<file path="config.mk">
export PLATFORM = sky130hd
export DESIGN_NAME = rmp_lane
export DESIGN_NICKNAME = d
export VERILOG_FILES = /design/src/hdl/rmp_pkg.sv /design/src/hdl/rmp_lane.sv
export SDC_FILE = /design/constraint.sdc
export NUM_CORES = 2
export LEC_CHECK = 0
export BUFFER_PORTS_ARGS = -buffer_cell sky130_fd_sc_hd__buf_2
export CAP_MARGIN = 0
export CORE_MARGIN = 1
export CORE_UTILIZATION = 55
export DETAILED_ROUTE_END_ITERATION = 8
export PLACE_DENSITY = 0.71
export SLEW_MARGIN = 40
export SYNTH_ARGS = -nofsm -noshare
export SYNTH_HDL_FRONTEND = slang
export SYNTH_SLANG_ARGS = --single-unit
</file>
<file path="constraint.sdc">
create_clock -name clk_i -period 16.7 [get_ports clk_i]
set_input_delay 4.175 -clock clk_i [delete_from_list [all_inputs] [get_ports clk_i]]
set_output_delay 4.175 -clock clk_i [all_outputs]
set_load 0.03 [all_outputs]
</file>
<file path="src/hdl/rmp_pkg.sv">
// ----------------------------------------------------------------------------
// Running matrix product package
// Shared widths, defaults and the lane control bundle.
// ----------------------------------------------------------------------------
package rmp_pkg;

  // element and index widths fixed by the item format
  localparam int unsigned DATA_W = 32;
  localparam int unsigned ROW_W  = 3;
  localparam int unsigned NCOL   = 6;

  // parameter defaults
  localparam int unsigned DIM_DEF       = 6;
  localparam int unsigned FRAC_BITS_DEF = 16;

  // control from the sequencer to every column lane
  typedef struct packed {
    logic             mul_go;     // multiply stage loads this cycle
    logic [ROW_W-1:0] k;          // inner-product step of the multiply stage
    logic             ident;      // chain start: multiply by the identity
    logic             acc_go;     // accumulator loads this cycle
    logic             acc_first;  // first term of a sum
    logic             fin;        // finished sum leaves for the output register
    logic             commit;     // last row of a matrix: pending becomes product
    logic [ROW_W-1:0] fin_row;    // row of the finished sum
  } rmp_ctl_t;

endpackage

</file>
<file path="src/hdl/rmp_lane.sv">
// ----------------------------------------------------------------------------
// Column lane
// Holds one column of the product and of the pending rows, runs one
// multiply-accumulate per step, rounds and saturates the finished sum.
// ----------------------------------------------------------------------------
module rmp_lane import rmp_pkg::*; #(
  parameter int unsigned DIM       = DIM_DEF,
  parameter int unsigned FRAC_BITS = FRAC_BITS_DEF,
  parameter int unsigned COL       = 0
) (
  input  logic                     clk_i,
  input  logic                     rst_ni,
  input  rmp_ctl_t                 ctl_i,
  input  logic signed [DATA_W-1:0] a_i,
  output logic signed [DATA_W-1:0] res_o,
  output logic                     sat_o
);

  localparam int unsigned KW    = $clog2(DIM);
  localparam int unsigned MUL_W = 2 * DATA_W;
  localparam int unsigned ACC_W = MUL_W + $clog2(DIM) + 1;

  localparam logic signed [DATA_W-1:0] ONE    = DATA_W'(1) << FRAC_BITS;
  localparam logic signed [ACC_W:0]    HALF   = {{ACC_W{1'b0}}, 1'b1} << (FRAC_BITS - 1);
  localparam logic signed [ACC_W:0]    SAT_HI = {{(ACC_W + 2 - DATA_W){1'b0}},
                                                 {(DATA_W - 1){1'b1}}};
  localparam logic signed [ACC_W:0]    SAT_LO = {{(ACC_W + 2 - DATA_W){1'b1}},
                                                 {(DATA_W - 1){1'b0}}};

  logic signed [DATA_W-1:0] prod_q [DIM];
  logic signed [DATA_W-1:0] pend_q [DIM];
  logic signed [DATA_W-1:0] b_op;
  logic signed [MUL_W-1:0]  mul_q;
  logic signed [ACC_W-1:0]  acc_q;
  logic signed [ACC_W-1:0]  acc_d;
  logic signed [ACC_W:0]    rnd;
  logic signed [ACC_W:0]    shf;

  // pick the second operand: product column, or identity on a chain start
  always_comb begin
    if (ctl_i.ident) begin
      b_op = (ctl_i.k == ROW_W'(COL)) ? ONE : '0;
    end else begin
      b_op = prod_q[ctl_i.k[KW-1:0]];
    end
  end

  // add the registered product to the running sum
  always_comb begin
    acc_d = (ctl_i.acc_first ? '0 : acc_q)
          + {{(ACC_W - MUL_W){mul_q[MUL_W-1]}}, mul_q};
  end

  // multiply, then accumulate
  always_ff @(posedge clk_i) begin
    if (ctl_i.mul_go) begin
      mul_q <= a_i * b_op;
    end
    if (ctl_i.acc_go) begin
      acc_q <= acc_d;
    end
  end

  // round half up, drop fraction bits, clip to the element range
  always_comb begin
    rnd = {acc_q[ACC_W-1], acc_q} + HALF;
    shf = rnd >>> FRAC_BITS;
    if (shf > SAT_HI) begin
      res_o = SAT_HI[DATA_W-1:0];
      sat_o = 1'b1;
    end else if (shf < SAT_LO) begin
      res_o = SAT_LO[DATA_W-1:0];
      sat_o = 1'b1;
    end else begin
      res_o = shf[DATA_W-1:0];
      sat_o = 1'b0;
    end
  end

  // store the finished row element in the pending column
  always_ff @(posedge clk_i) begin
    if (ctl_i.fin) begin
      pend_q[ctl_i.fin_row[KW-1:0]] <= res_o;
    end
  end

  // product column: identity after reset, pending rows on commit
  always_ff @(posedge clk_i or negedge rst_ni) begin
    if (!rst_ni) begin
      for (int i = 0; i < DIM; i++) begin
        prod_q[i] <= (i == COL) ? ONE : '0;
      end
    end else if (ctl_i.commit) begin
      for (int i = 0; i < DIM; i++) begin
        prod_q[i] <= (ROW_W'(i) == ctl_i.fin_row) ? res_o : pend_q[i];
      end
    end
  end

endmodule

</file>
==> results.toml <==
[run_status]
status = "finished, final reports clean"

[cts]
cts_root_buffer = "clkbuf_16"
cts_buffers = 51
insertion_delay_ns = 0.65
cts_resized = 0
postCtsSetupRepairBufs = 0
htreeDepth = 2
cts.sinks = 516
cts.clk_slew.worst_paths_ns = 0.07
cts_tree = "yes"
cts_buffer_depth = 3
cts_hold_buf = 0

[global_route]
first_global_vias = 47100
grt_max_degree = 147
grt_pass1_wl_um = 259000
met2_usage_pct = 48.2
use_met1_pct = 38.9
grt_antenna_before_repair = 5
globalRouteOverflowTotal = 0
met3_usage_pct = 3.21
busiest_layer = "met2"
grtUsageTotal_pct = 28.5

[worst_setup_path]
r2r_cells = 32
cp_max_fo = 36
crit_arrival_ns = 14.21
cpPeakStageDelay_ns = 0.60
critPathLaunchType = "input pin"
rr_startpoint = "prod_q[137]$_DFFE_PN0P_"
r2r-end = "mul_q[55]$_DFFE_PP_"
cp-end-kind = "flip-flop"
path_class = "in2reg"
crit_required_ns = 17.07
critPathMostFrequentCell = "fa_1"
crit_path_top_delay_cell = "nor3_1"
r2r_slack_ns = 7.08

[synthesis]
synthTopCellsByCount = "inv_1 (1,243), fa_1 (1,083), nand2_1 (629), and2_1 (527), clkbuf_1 (357)"
synth_most_common_cell = "inv_1"
yosys.area_share.adder_pct = 39.7
yosysTopAreaCell = "fa_1"
synth-edff-count = 324
synth-seq-cells = 516
synthFlopType = "edfxtp_1"
synthSimpleGateAreaFrac_pct = 15.0
synth_area_leaders = "fa_1 (35%), edfxtp_1 (16%), dfrtp_1 (7.6%)"
synthArstFlopShare_pct = 37.2
synth.distinct_cells = 77
synthesis.area_mm2 = 0.0625
synth_top_family_by_area = "adder cells"
yosysTopAreaCellShare_pct = 34.7
syn_inst = 6300
synth_compound_area_share_pct = 8.56
synthMuxAreaShare_pct = 1.19
synth_xor_xnor_area_share_pct = 2.49
syn-num-nets = 7681
yosysWarnings = 0
yosysSeqAreaShare_pct = 23.3
syn_avg_cell_area_um2 = 9.92

[floorplanning]
die_w_um = 339
io_pins = 79
fp-row-count = 123
die-height_um = 339
start_util_pct = 55.5
core_region_area_mm2 = 0.112
dieArea_mm2 = 0.115

[hold_path]
worstHoldStart = "pend_q[4][6]$_DFFE_PP_"
hp-class = "reg2reg"
hold_path_end = "prod_q[38]$_DFFE_PN0P_"
hold_depth = 2

[sta]
tightest_slew_ns = 0.862
slew_headroom_pct = 42.5
tns_ns = 0
finalCritPeriodShare_pct = 82.9
setup_viol = 0
fin_crit_ns = 13.84
final.setup_skew_ns = 0.0702
fmax_mhz = 72.2
rsz0062_at_grt = "false"
slew_violations = 0
hold_viol_final = 0

[drt]
drtIter0Drc = 3408
first_pass_iters = 9
drc_errors = 0
vias = 44500
wl_um = 159000
postRouteAntennaNets = 0
viasPerCell = 5.80
wl_per_cell_um = 20.7

[job]
cap_violations = 0

[placed_design]
gp_congestion = 0.921
hpwl_um = 118000
portBuffers = 78

[layout]
fill_cells = 9514
regArea_mm2 = 0.0145
multiInputGateArea_mm2 = 0.0421
area_growth_pct = 5.40
diodes = 0
final_nets = 7511
drive_gt1_share_pct = 5.64
how the worst max path moves through the flow:
| stage | to | from | cells past startpoint |
|---|---|---|---|
| 2_1_floorplan | mul_q[62]$_DFFE_PP_ | ctl_i[8] | 29 |
| 3_3_place_gp | mul_q[57]$_DFFE_PP_ | ctl_i[10] | 34 |
| 3_5_place_dp | mul_q[57]$_DFFE_PP_ | ctl_i[8] | 34 |
| 4_1_cts | mul_q[55]$_DFFE_PP_ | ctl_i[8] | 34 |
| 5_1_grt | mul_q[57]$_DFFE_PP_ | ctl_i[8] | 34 |
| 6_report | mul_q[55]$_DFFE_PP_ | ctl_i[8] | 34 |
layer usage:
metal,wire [um],vias to the layer above
li1,-,19600
met1,65000,23100
met2,79100,1495
met3,9940,280
met4,5020,0
met5,0,-
sequential cells by signal, indices dropped and copies added, names as in the netlist:
signal	flops
acc_q	68
mul_q	64
pend_q	192
prod_q	192
placed cells by master (no fill, tap or decap), types with 37 or more instances in the layout:
cell type and instances:
a21o_1 65, a21oi_1 171, and2_1 527, and3_1 37
buf_2 74, buf_4 67, clkbuf_16 53, dfrtp_1 191
edfxtp_1 324, fa_1 1083, ha_1 252, inv_1 1243
nand2_1 629, nand3_1 237, nand4_1 46, nor2_1 136
nor2b_1 85, o21ai_0 135, o221ai_1 175, xnor2_1 119
xor2_1 59
kinds of logic (layout without fill, tap and decap cells):
kind of cell	Yosys count	count (layout)
AND/OR/NAND/NOR	1852	1852
buffers and inverters	1619	1491
adder cells (fa/ha/maj)	1335	1335
AO/OA/AOI/OAI	765	765
flip-flops	516	516
XOR/XNOR	178	178
multiplexers	35	35
metrics by stage:
step                hold slack [ns]  std cells  area [um^2]  util (%)  setup WS [ns]
global route                  0.476       7672        65900      58.5           2.27
floorplan                     0.453       6300        62500         -           3.24
global placement              0.453       7572        64000      56.9           2.19
CTS                           0.451       7670        65800      58.5           2.93
finish                        0.457       7672        65900      58.5           2.86
detailed placement            0.461       7575        64100      57.0           2.32
critical path: cells and delay by family:
| family | cells | cell delay (ns) |
|---|---|---|
| simple gates | 4 | 1.38 |
| compound gates | 8 | 1.67 |
| buf+inv | 11 | 2.03 |
| xor+xnor | 1 | 0.16 |
| fa+ha+maj | 9 | 4.40 |
| mux | 1 | 0.31 |
cell type report:
cell class	count	share of cell area [%]
Tap cell	1500	2.85
Timing Repair Buffer	153	1.65
Multi-Input combinational cell	4165	63.9
Clock buffer	73	2.14
Inverter	1243	7.08
Sequential cell	516	22.1
Clock inverter	22	0.357
Power is not shown: default switching activity piles up to over one toggle a cycle in this logic, so the estimate is an artifact.
