===== src/hdl/rmp_pkg.sv =====
// ----------------------------------------------------------------------------
// Running matrix product package
// Shared widths, defaults and the lane control bundle.
// ----------------------------------------------------------------------------
package rmp_pkg;

  // element and index widths fixed by the item format
  localparam int unsigned DATA_W = 32;
  localparam int unsigned ROW_W  = 3;
  localparam int unsigned NCOL   = 6;

  // parameter defaults
  localparam int unsigned DIM_DEF       = 6;
  localparam int unsigned FRAC_BITS_DEF = 16;

  // control from the sequencer to every column lane
  typedef struct packed {
    logic             mul_go;     // multiply stage loads this cycle
    logic [ROW_W-1:0] k;          // inner-product step of the multiply stage
    logic             ident;      // chain start: multiply by the identity
    logic             acc_go;     // accumulator loads this cycle
    logic             acc_first;  // first term of a sum
    logic             fin;        // finished sum leaves for the output register
    logic             commit;     // last row of a matrix: pending becomes product
    logic [ROW_W-1:0] fin_row;    // row of the finished sum
  } rmp_ctl_t;

endpackage


===== src/hdl/rmp_seq.sv =====
// ----------------------------------------------------------------------------
// Lane sequencer
// Takes input rows, steps the lanes through the inner product and tracks
// each row through the multiply, accumulate and finish stages.
// ----------------------------------------------------------------------------
module rmp_seq import rmp_pkg::*; #(
  parameter int unsigned DIM = DIM_DEF
) (
  input  logic                     clk_i,
  input  logic                     rst_ni,
  input  logic                     in_valid_i,
  input  logic signed [DATA_W-1:0] in_row_i [DIM],
  input  logic [ROW_W-1:0]         in_rowidx_i,
  input  logic                     in_start_i,
  input  logic                     out_hold_i,
  output logic                     in_ready_o,
  output logic signed [DATA_W-1:0] a_o,
  output rmp_ctl_t                 ctl_o
);

  localparam int unsigned      KW   = $clog2(DIM);
  localparam logic [ROW_W-1:0] LAST = ROW_W'(DIM - 1);

  logic busy_q, busy_d;
  logic [ROW_W-1:0] k_q, k_d;
  logic [ROW_W-1:0] row_q;
  logic start_q;
  logic signed [DATA_W-1:0] in_q [DIM];

  logic m_valid_q, m_first_q, m_last_q;
  logic [ROW_W-1:0] m_row_q;
  logic done_q;
  logic [ROW_W-1:0] d_row_q;

  logic en, hazard, take, load, row_ok;

  // freeze everything while a finished sum waits for the output register
  assign en = !(done_q && out_hold_i);

  // a new row waits until the last row of a matrix has committed
  assign hazard = (busy_q && row_q == LAST) || (m_valid_q && m_row_q == LAST)
               || (done_q && d_row_q == LAST);

  assign in_ready_o = en && (!busy_q || k_q == LAST) && !hazard;
  assign take       = in_valid_i && in_ready_o;
  assign row_ok     = {1'b0, in_rowidx_i} < (ROW_W + 1)'(DIM);
  assign load       = take && row_ok;

  // step counter
  always_comb begin
    busy_d = busy_q;
    k_d    = k_q;
    if (busy_q) begin
      if (k_q == LAST) begin
        busy_d = 1'b0;
      end else begin
        k_d = k_q + ROW_W'(1);
      end
    end
    if (load) begin
      busy_d = 1'b1;
      k_d    = '0;
    end
  end

  // control state
  always_ff @(posedge clk_i or negedge rst_ni) begin
    if (!rst_ni) begin
      busy_q    <= 1'b0;
      k_q       <= '0;
      m_valid_q <= 1'b0;
      done_q    <= 1'b0;
    end else if (en) begin
      busy_q    <= busy_d;
      k_q       <= k_d;
      m_valid_q <= busy_q;
      done_q    <= m_valid_q && m_last_q;
    end
  end

  // row tags and held input row
  always_ff @(posedge clk_i) begin
    if (en) begin
      m_first_q <= (k_q == '0);
      m_last_q  <= (k_q == LAST);
      m_row_q   <= row_q;
      d_row_q   <= m_row_q;
    end
    if (load) begin
      row_q   <= in_rowidx_i;
      start_q <= in_start_i;
      for (int j = 0; j < DIM; j++) begin
        in_q[j] <= in_row_i[j];
      end
    end
  end

  assign a_o = in_q[k_q[KW-1:0]];

  // lane control bundle
  always_comb begin
    ctl_o.mul_go    = en && busy_q;
    ctl_o.k         = k_q;
    ctl_o.ident     = start_q;
    ctl_o.acc_go    = en && m_valid_q;
    ctl_o.acc_first = m_first_q;
    ctl_o.fin       = en && done_q;
    ctl_o.commit    = en && done_q && (d_row_q == LAST);
    ctl_o.fin_row   = d_row_q;
  end

endmodule


===== config.mk =====
export PLATFORM = sky130hd
export DESIGN_NAME = rmp_seq
export DESIGN_NICKNAME = d
export VERILOG_FILES = /design/src/hdl/rmp_pkg.sv /design/src/hdl/rmp_seq.sv
export SDC_FILE = /design/constraint.sdc
export NUM_CORES = 1
export LEC_CHECK = 0
export ABC_AREA = 1
export BUFFER_PORTS_ARGS = -buffer_cell sky130_fd_sc_hd__buf_4
export CORE_AREA = 2 2 143 145
export CTS_CLUSTER_SIZE = 20
export DETAILED_ROUTE_END_ITERATION = 10
export DIE_AREA = 0 0 145 147
export PLACE_DENSITY_LB_ADDON = 0.05
export RECOVER_POWER = 100
export SETUP_SLACK_MARGIN = 0.5
export SYNTH_ARGS = -nofsm -noshare
export SYNTH_HDL_FRONTEND = slang
export SYNTH_SLANG_ARGS = --single-unit

===== constraint.sdc =====
create_clock -name clk_i -period 4.6 [get_ports clk_i]
set_clock_uncertainty 0.1 [all_clocks]
set_input_delay 0.23 -clock clk_i [delete_from_list [all_inputs] [get_ports clk_i]]
set_output_delay 0.23 -clock clk_i [all_outputs]
set_load 0.01 [all_outputs]

==> impl_metrics.prom <==
# TYPE chip_impl_metric gauge
chip_impl_info{name="run_status",value="finished, violations left"} 1
chip_impl_info{name="failed_checks",value="max-capacitance violations, max-slew violations"} 1
chip_impl_metric{name="tightestPinTransition",unit="ns"} 1.95
chip_impl_info{name="worst_path_max_delay_cell",value="sky130_fd_sc_hd__clkbuf_1"} 1
chip_impl_info{name="crit_type",value="reg -> out"} 1
chip_impl_metric{name="power_frac_seq",unit="%"} 40.6
chip_impl_metric{name="clk-insertion-delay-late",unit="ns"} 0.50
chip_impl_metric{name="crit_required",unit="ns"} 4.27
chip_impl_metric{name="finalSetupViolCount",unit=""} 0
chip_impl_metric{name="fin_tns_setup",unit="ns"} 0
chip_impl_metric{name="nets",unit=""} 1203
chip_impl_metric{name="r2r_setup_slack",unit="ns"} 1.07
chip_impl_metric{name="layout.filler_cells",unit=""} 1495
chip_impl_info{name="clock-root-buffer",value="sky130_fd_sc_hd__clkbuf_16"} 1
chip_impl_info{name="worst_path_top_cell_family_by_delay",value="buffers and inverters"} 1
chip_impl_metric{name="post_place_instance_area",unit="um^2"} 10400
chip_impl_metric{name="post-route-worst-setup-slack",unit="ns"} 1.04
chip_impl_metric{name="power-per-cell-area",unit="nW/um^2"} 518
chip_impl_metric{name="critPathBufInv",unit=""} 2
chip_impl_metric{name="power.share.combinational",unit="%"} 33.8
chip_impl_metric{name="routedWlPerCell",unit="um"} 16.9
chip_impl_metric{name="htreeDepth",unit=""} 1
chip_impl_metric{name="via_per_inst",unit=""} 4.83
chip_impl_metric{name="max_cap_violations",unit=""} 2
chip_impl_metric{name="worst_slew_margin_rel",unit="%"} -29.8
chip_impl_metric{name="total_power",unit="mW"} 6.69
chip_impl_metric{name="hold_viol",unit=""} 0
chip_impl_metric{name="pin_count_of_the_biggest_net_entering_global_routing",unit=""} 99
chip_impl_metric{name="tritoncts.num_buffers",unit=""} 24
chip_impl_metric{name="final-max-slew-violation-count",unit=""} 105
chip_impl_metric{name="vias",unit=""} 6213
chip_impl_metric{name="layout.cells.non_filler",unit=""} 1286
chip_impl_metric{name="globalRoute.totalOverflow",unit=""} 0
chip_impl_metric{name="dp_slack",unit="ns"} 1.46
chip_impl_metric{name="ys_seq_area_share",unit="%"} 74.5
chip_impl_metric{name="synth.lib_cells_used.distinct",unit=""} 32
chip_impl_metric{name="rows",unit=""} 52
chip_impl_metric{name="post_route_cells_drive_above_1_share",unit="%"} 29.5
chip_impl_metric{name="post_place_cells",unit=""} 1045
chip_impl_metric{name="synth.cell_area",unit="um^2"} 8420
chip_impl_info{name="crit_top_cell",value="sky130_fd_sc_hd__clkbuf_1"} 1
chip_impl_metric{name="die-width",unit="um"} 145
chip_impl_metric{name="finalWorstPathRequiredPeriod",unit="ns"} 3.56
chip_impl_metric{name="drt_pre_antenna_iters",unit=""} 5
chip_impl_metric{name="sequential_cell_area",unit="um^2"} 6280
chip_impl_info{name="critical_path_cell_list",value="clkbuf_1, o21ai_0, o22a_1, o22ai_2, clkbuf_1"} 1
chip_impl_info{name="cts_tree",value="yes"} 1
chip_impl_metric{name="intPower",unit="mW"} 4.45
chip_impl_metric{name="initial_core_utilization",unit="%"} 42.4
chip_impl_metric{name="switching_share",unit="%"} 33.6
chip_impl_metric{name="netlist_instances",unit=""} 559
chip_impl_info{name="worst_setup_path_end_kind",value="output pin"} 1
chip_impl_metric{name="finalInstanceArea",unit="um^2"} 12900
chip_impl_metric{name="footprint_of_the_multi_input_gates",unit="um^2"} 1800
chip_impl_metric{name="clk_pin_slew",unit="ns"} 0.05
chip_impl_metric{name="design.core.area",unit="um^2"} 19800
chip_impl_info{name="grt_setup_unrepaired",value="no"} 1
chip_impl_metric{name="syn2layout_area_growth",unit="%"} 53.6
chip_impl_metric{name="buffer_ports.inserted",unit=""} 244
chip_impl_metric{name="die_area",unit="um^2"} 21300
chip_impl_metric{name="last_weighted_congestion_value_of_the_routability_driven_placer",unit=""} 0.765
chip_impl_metric{name="postRouteAntennaNets",unit=""} 0
chip_impl_metric{name="cts_repair_resize_count",unit=""} 0
chip_impl_metric{name="grt_pass1_vias",unit=""} 6592
chip_impl_metric{name="yosysWarningCount",unit=""} 0
chip_impl_metric{name="crit_fanout",unit=""} 35
chip_impl_metric{name="drc",unit=""} 0
chip_impl_metric{name="yosys_register_bits",unit=""} 210
chip_impl_metric{name="timing.final.crit_share",unit="%"} 77.5
chip_impl_metric{name="die_y",unit="um"} 147
chip_impl_metric{name="synth_area_per_cell",unit="um^2"} 15.1
chip_impl_metric{name="first_pass_grt_wire_length",unit="um"} 34100
chip_impl_info{name="most_common_cell_after_layout_fill_and_taps_aside",value="sky130_fd_sc_hd__edfxtp_1"} 1
chip_impl_metric{name="clock_power_share",unit="%"} 25.6
chip_impl_metric{name="timing.critical_path.slowest_cell_delay",unit="ns"} 1.39
chip_impl_metric{name="grtUsageTotal",unit="%"} 20.2
chip_impl_metric{name="tritoncts_num_sinks",unit=""} 210
chip_impl_metric{name="timing.critical_path.arrival",unit="ns"} 3.23
chip_impl_metric{name="ir_worst_vdd",unit="mV"} 0.337
chip_impl_metric{name="drt_first_iter_violations",unit=""} 269
chip_impl_metric{name="postSynthNetCount",unit=""} 762
chip_impl_info{name="hold_class",value="in -> reg"} 1
chip_impl_metric{name="route.final.wire_length",unit="um"} 21700
chip_impl_metric{name="cts-root-to-sink-buffers",unit=""} 3
chip_impl_info{name="layout.cells.most_common_list",value="sky130_fd_sc_hd__edfxtp_1, sky130_fd_sc_hd__dlygate4sd3_1, sky130_fd_sc_hd__clkbuf_4"} 1
chip_impl_metric{name="initial_antenna_violation_count",unit=""} 1
chip_impl_metric{name="top_level_ports",unit=""} 245
chip_impl_metric{name="fmax_achieved",unit="MHz"} 281
chip_impl_metric{name="p_leak",unit="nW"} 4.88
chip_impl_metric{name="dp.final_hpwl",unit="um"} 12700
chip_impl_info{name="nature_of_the_critical_path_startpoint",value="flop"} 1
chip_impl_metric{name="netSwitchingPower",unit="mW"} 2.25
-- cell type report --
type,count,area share [%]
Antenna cell,1,0.0194
Clock buffer,29,4.79
Clock inverter,12,0.687
Inverter,15,0.513
Multi-Input combinational cell,298,13.9
Sequential cell,210,48.6
Tap cell,270,2.61
Timing Repair Buffer,451,28.9
-- sequential cells by signal, summed over array words and instances, names as in the netlist --
register / count
done_q: 1
d_row_q: 3
in_q: 192
k_q: 3
m_last_q: 1
start_q: 1
row_q: 3
busy_q: 1
m_valid_q: 1
m_first_q: 1
m_row_q: 3
-- logic make-up after synthesis --
| kind of cell | count (synthesis) | synth area share (%) |
|---|---|---|
| buffers and inverters | 51 | 3.91 |
| flip-flops | 210 | 74.5 |
| AO/OA/AOI/OAI | 163 | 13.8 |
| adder cells (fa/ha/maj) | 3 | 0.446 |
| AND/OR/NAND/NOR | 131 | 7.24 |
| XOR/XNOR | 1 | 0.104 |
-- power by group through the flow --
stage                     clock (mW)  sequential (mW)  combinational (mW)
after floorplan                    0             2.71                1.55
after global placement             0             2.75                2.30
after detailed placement           0             2.76                2.33
after CTS                       1.76             2.72                2.48
after global routing            1.83             2.76                2.50
final                           1.71             2.72                2.26
-- metrics by stage --
step                util (%)  hold WS (ns)
global route            65.2         0.207
detailed placement      52.4       -0.0531
finish                  65.2         0.178
CTS                     66.0         0.149
floorplan                  -        -0.166
global placement        52.4       -0.0570
-- worst min-delay path: stages --
cell and delay, ns:
sky130_fd_sc_hd__buf_4 0.11, sky130_fd_sc_hd__inv_1 0.08, sky130_fd_sc_hd__a21oi_4 0.05, sky130_fd_sc_hd__nand3_4 0.12
sky130_fd_sc_hd__nand4_1 0.09, sky130_fd_sc_hd__nand2_1 0.07
-- cell usage after synthesis (all sizes together) --
cell type	instances	area share (%)
nand4	3	0.22
nand2	21	1.2
o22a	32	3.3
o21ai	97	5.8
o22ai	32	4.4
buf	30	2.6
xor2	1	0.10
nor3	1	0.059
inv	15	0.73
nand3	1	0.21
o21bai	1	0.089
nor2	105	5.5
a21oi	1	0.19
clkbuf	3	0.18
dfrtp	6	1.8
bufbuf	1	0.22
edfxtp	204	73
ha	3	0.45
dlygate4sd1	2	0.21
-- path summary, 6_finish.rpt --
check                      depth (start not counted)        from         end
max                                                5      k_q[1]      a_o[9]
min                                                6  in_valid_i      k_q[1]
max reg2reg                                        9      k_q[1]  in_q[5][4]
min reg2reg                                        2    m_last_q      done_q
max in group asynchronous                          3      rst_ni      k_q[0]
min in group asynchronous                          3      rst_ni      done_q
-- metal layers --
metal / wire, um / vias to the layer above / track usage (%) / share of wire, %
met3: 1140 / 36 / 3.76 / 5.3
li1: - / 2977 / - / -
met1: 8890 / 2990 / 25.1 / 41
met4: 467 / 0 / 5.25 / 2.2
met5: 0 / - / 0 / 0
met2: 11200 / 210 / 36.6 / 52
-- what timing repair did --
item,4_1_cts,5_1_grt
hold endpoints to repair,203,0
buffers inserted,0,0
hold buffers,199,0
No activity file was read; power rests on OpenSTA's default activity.
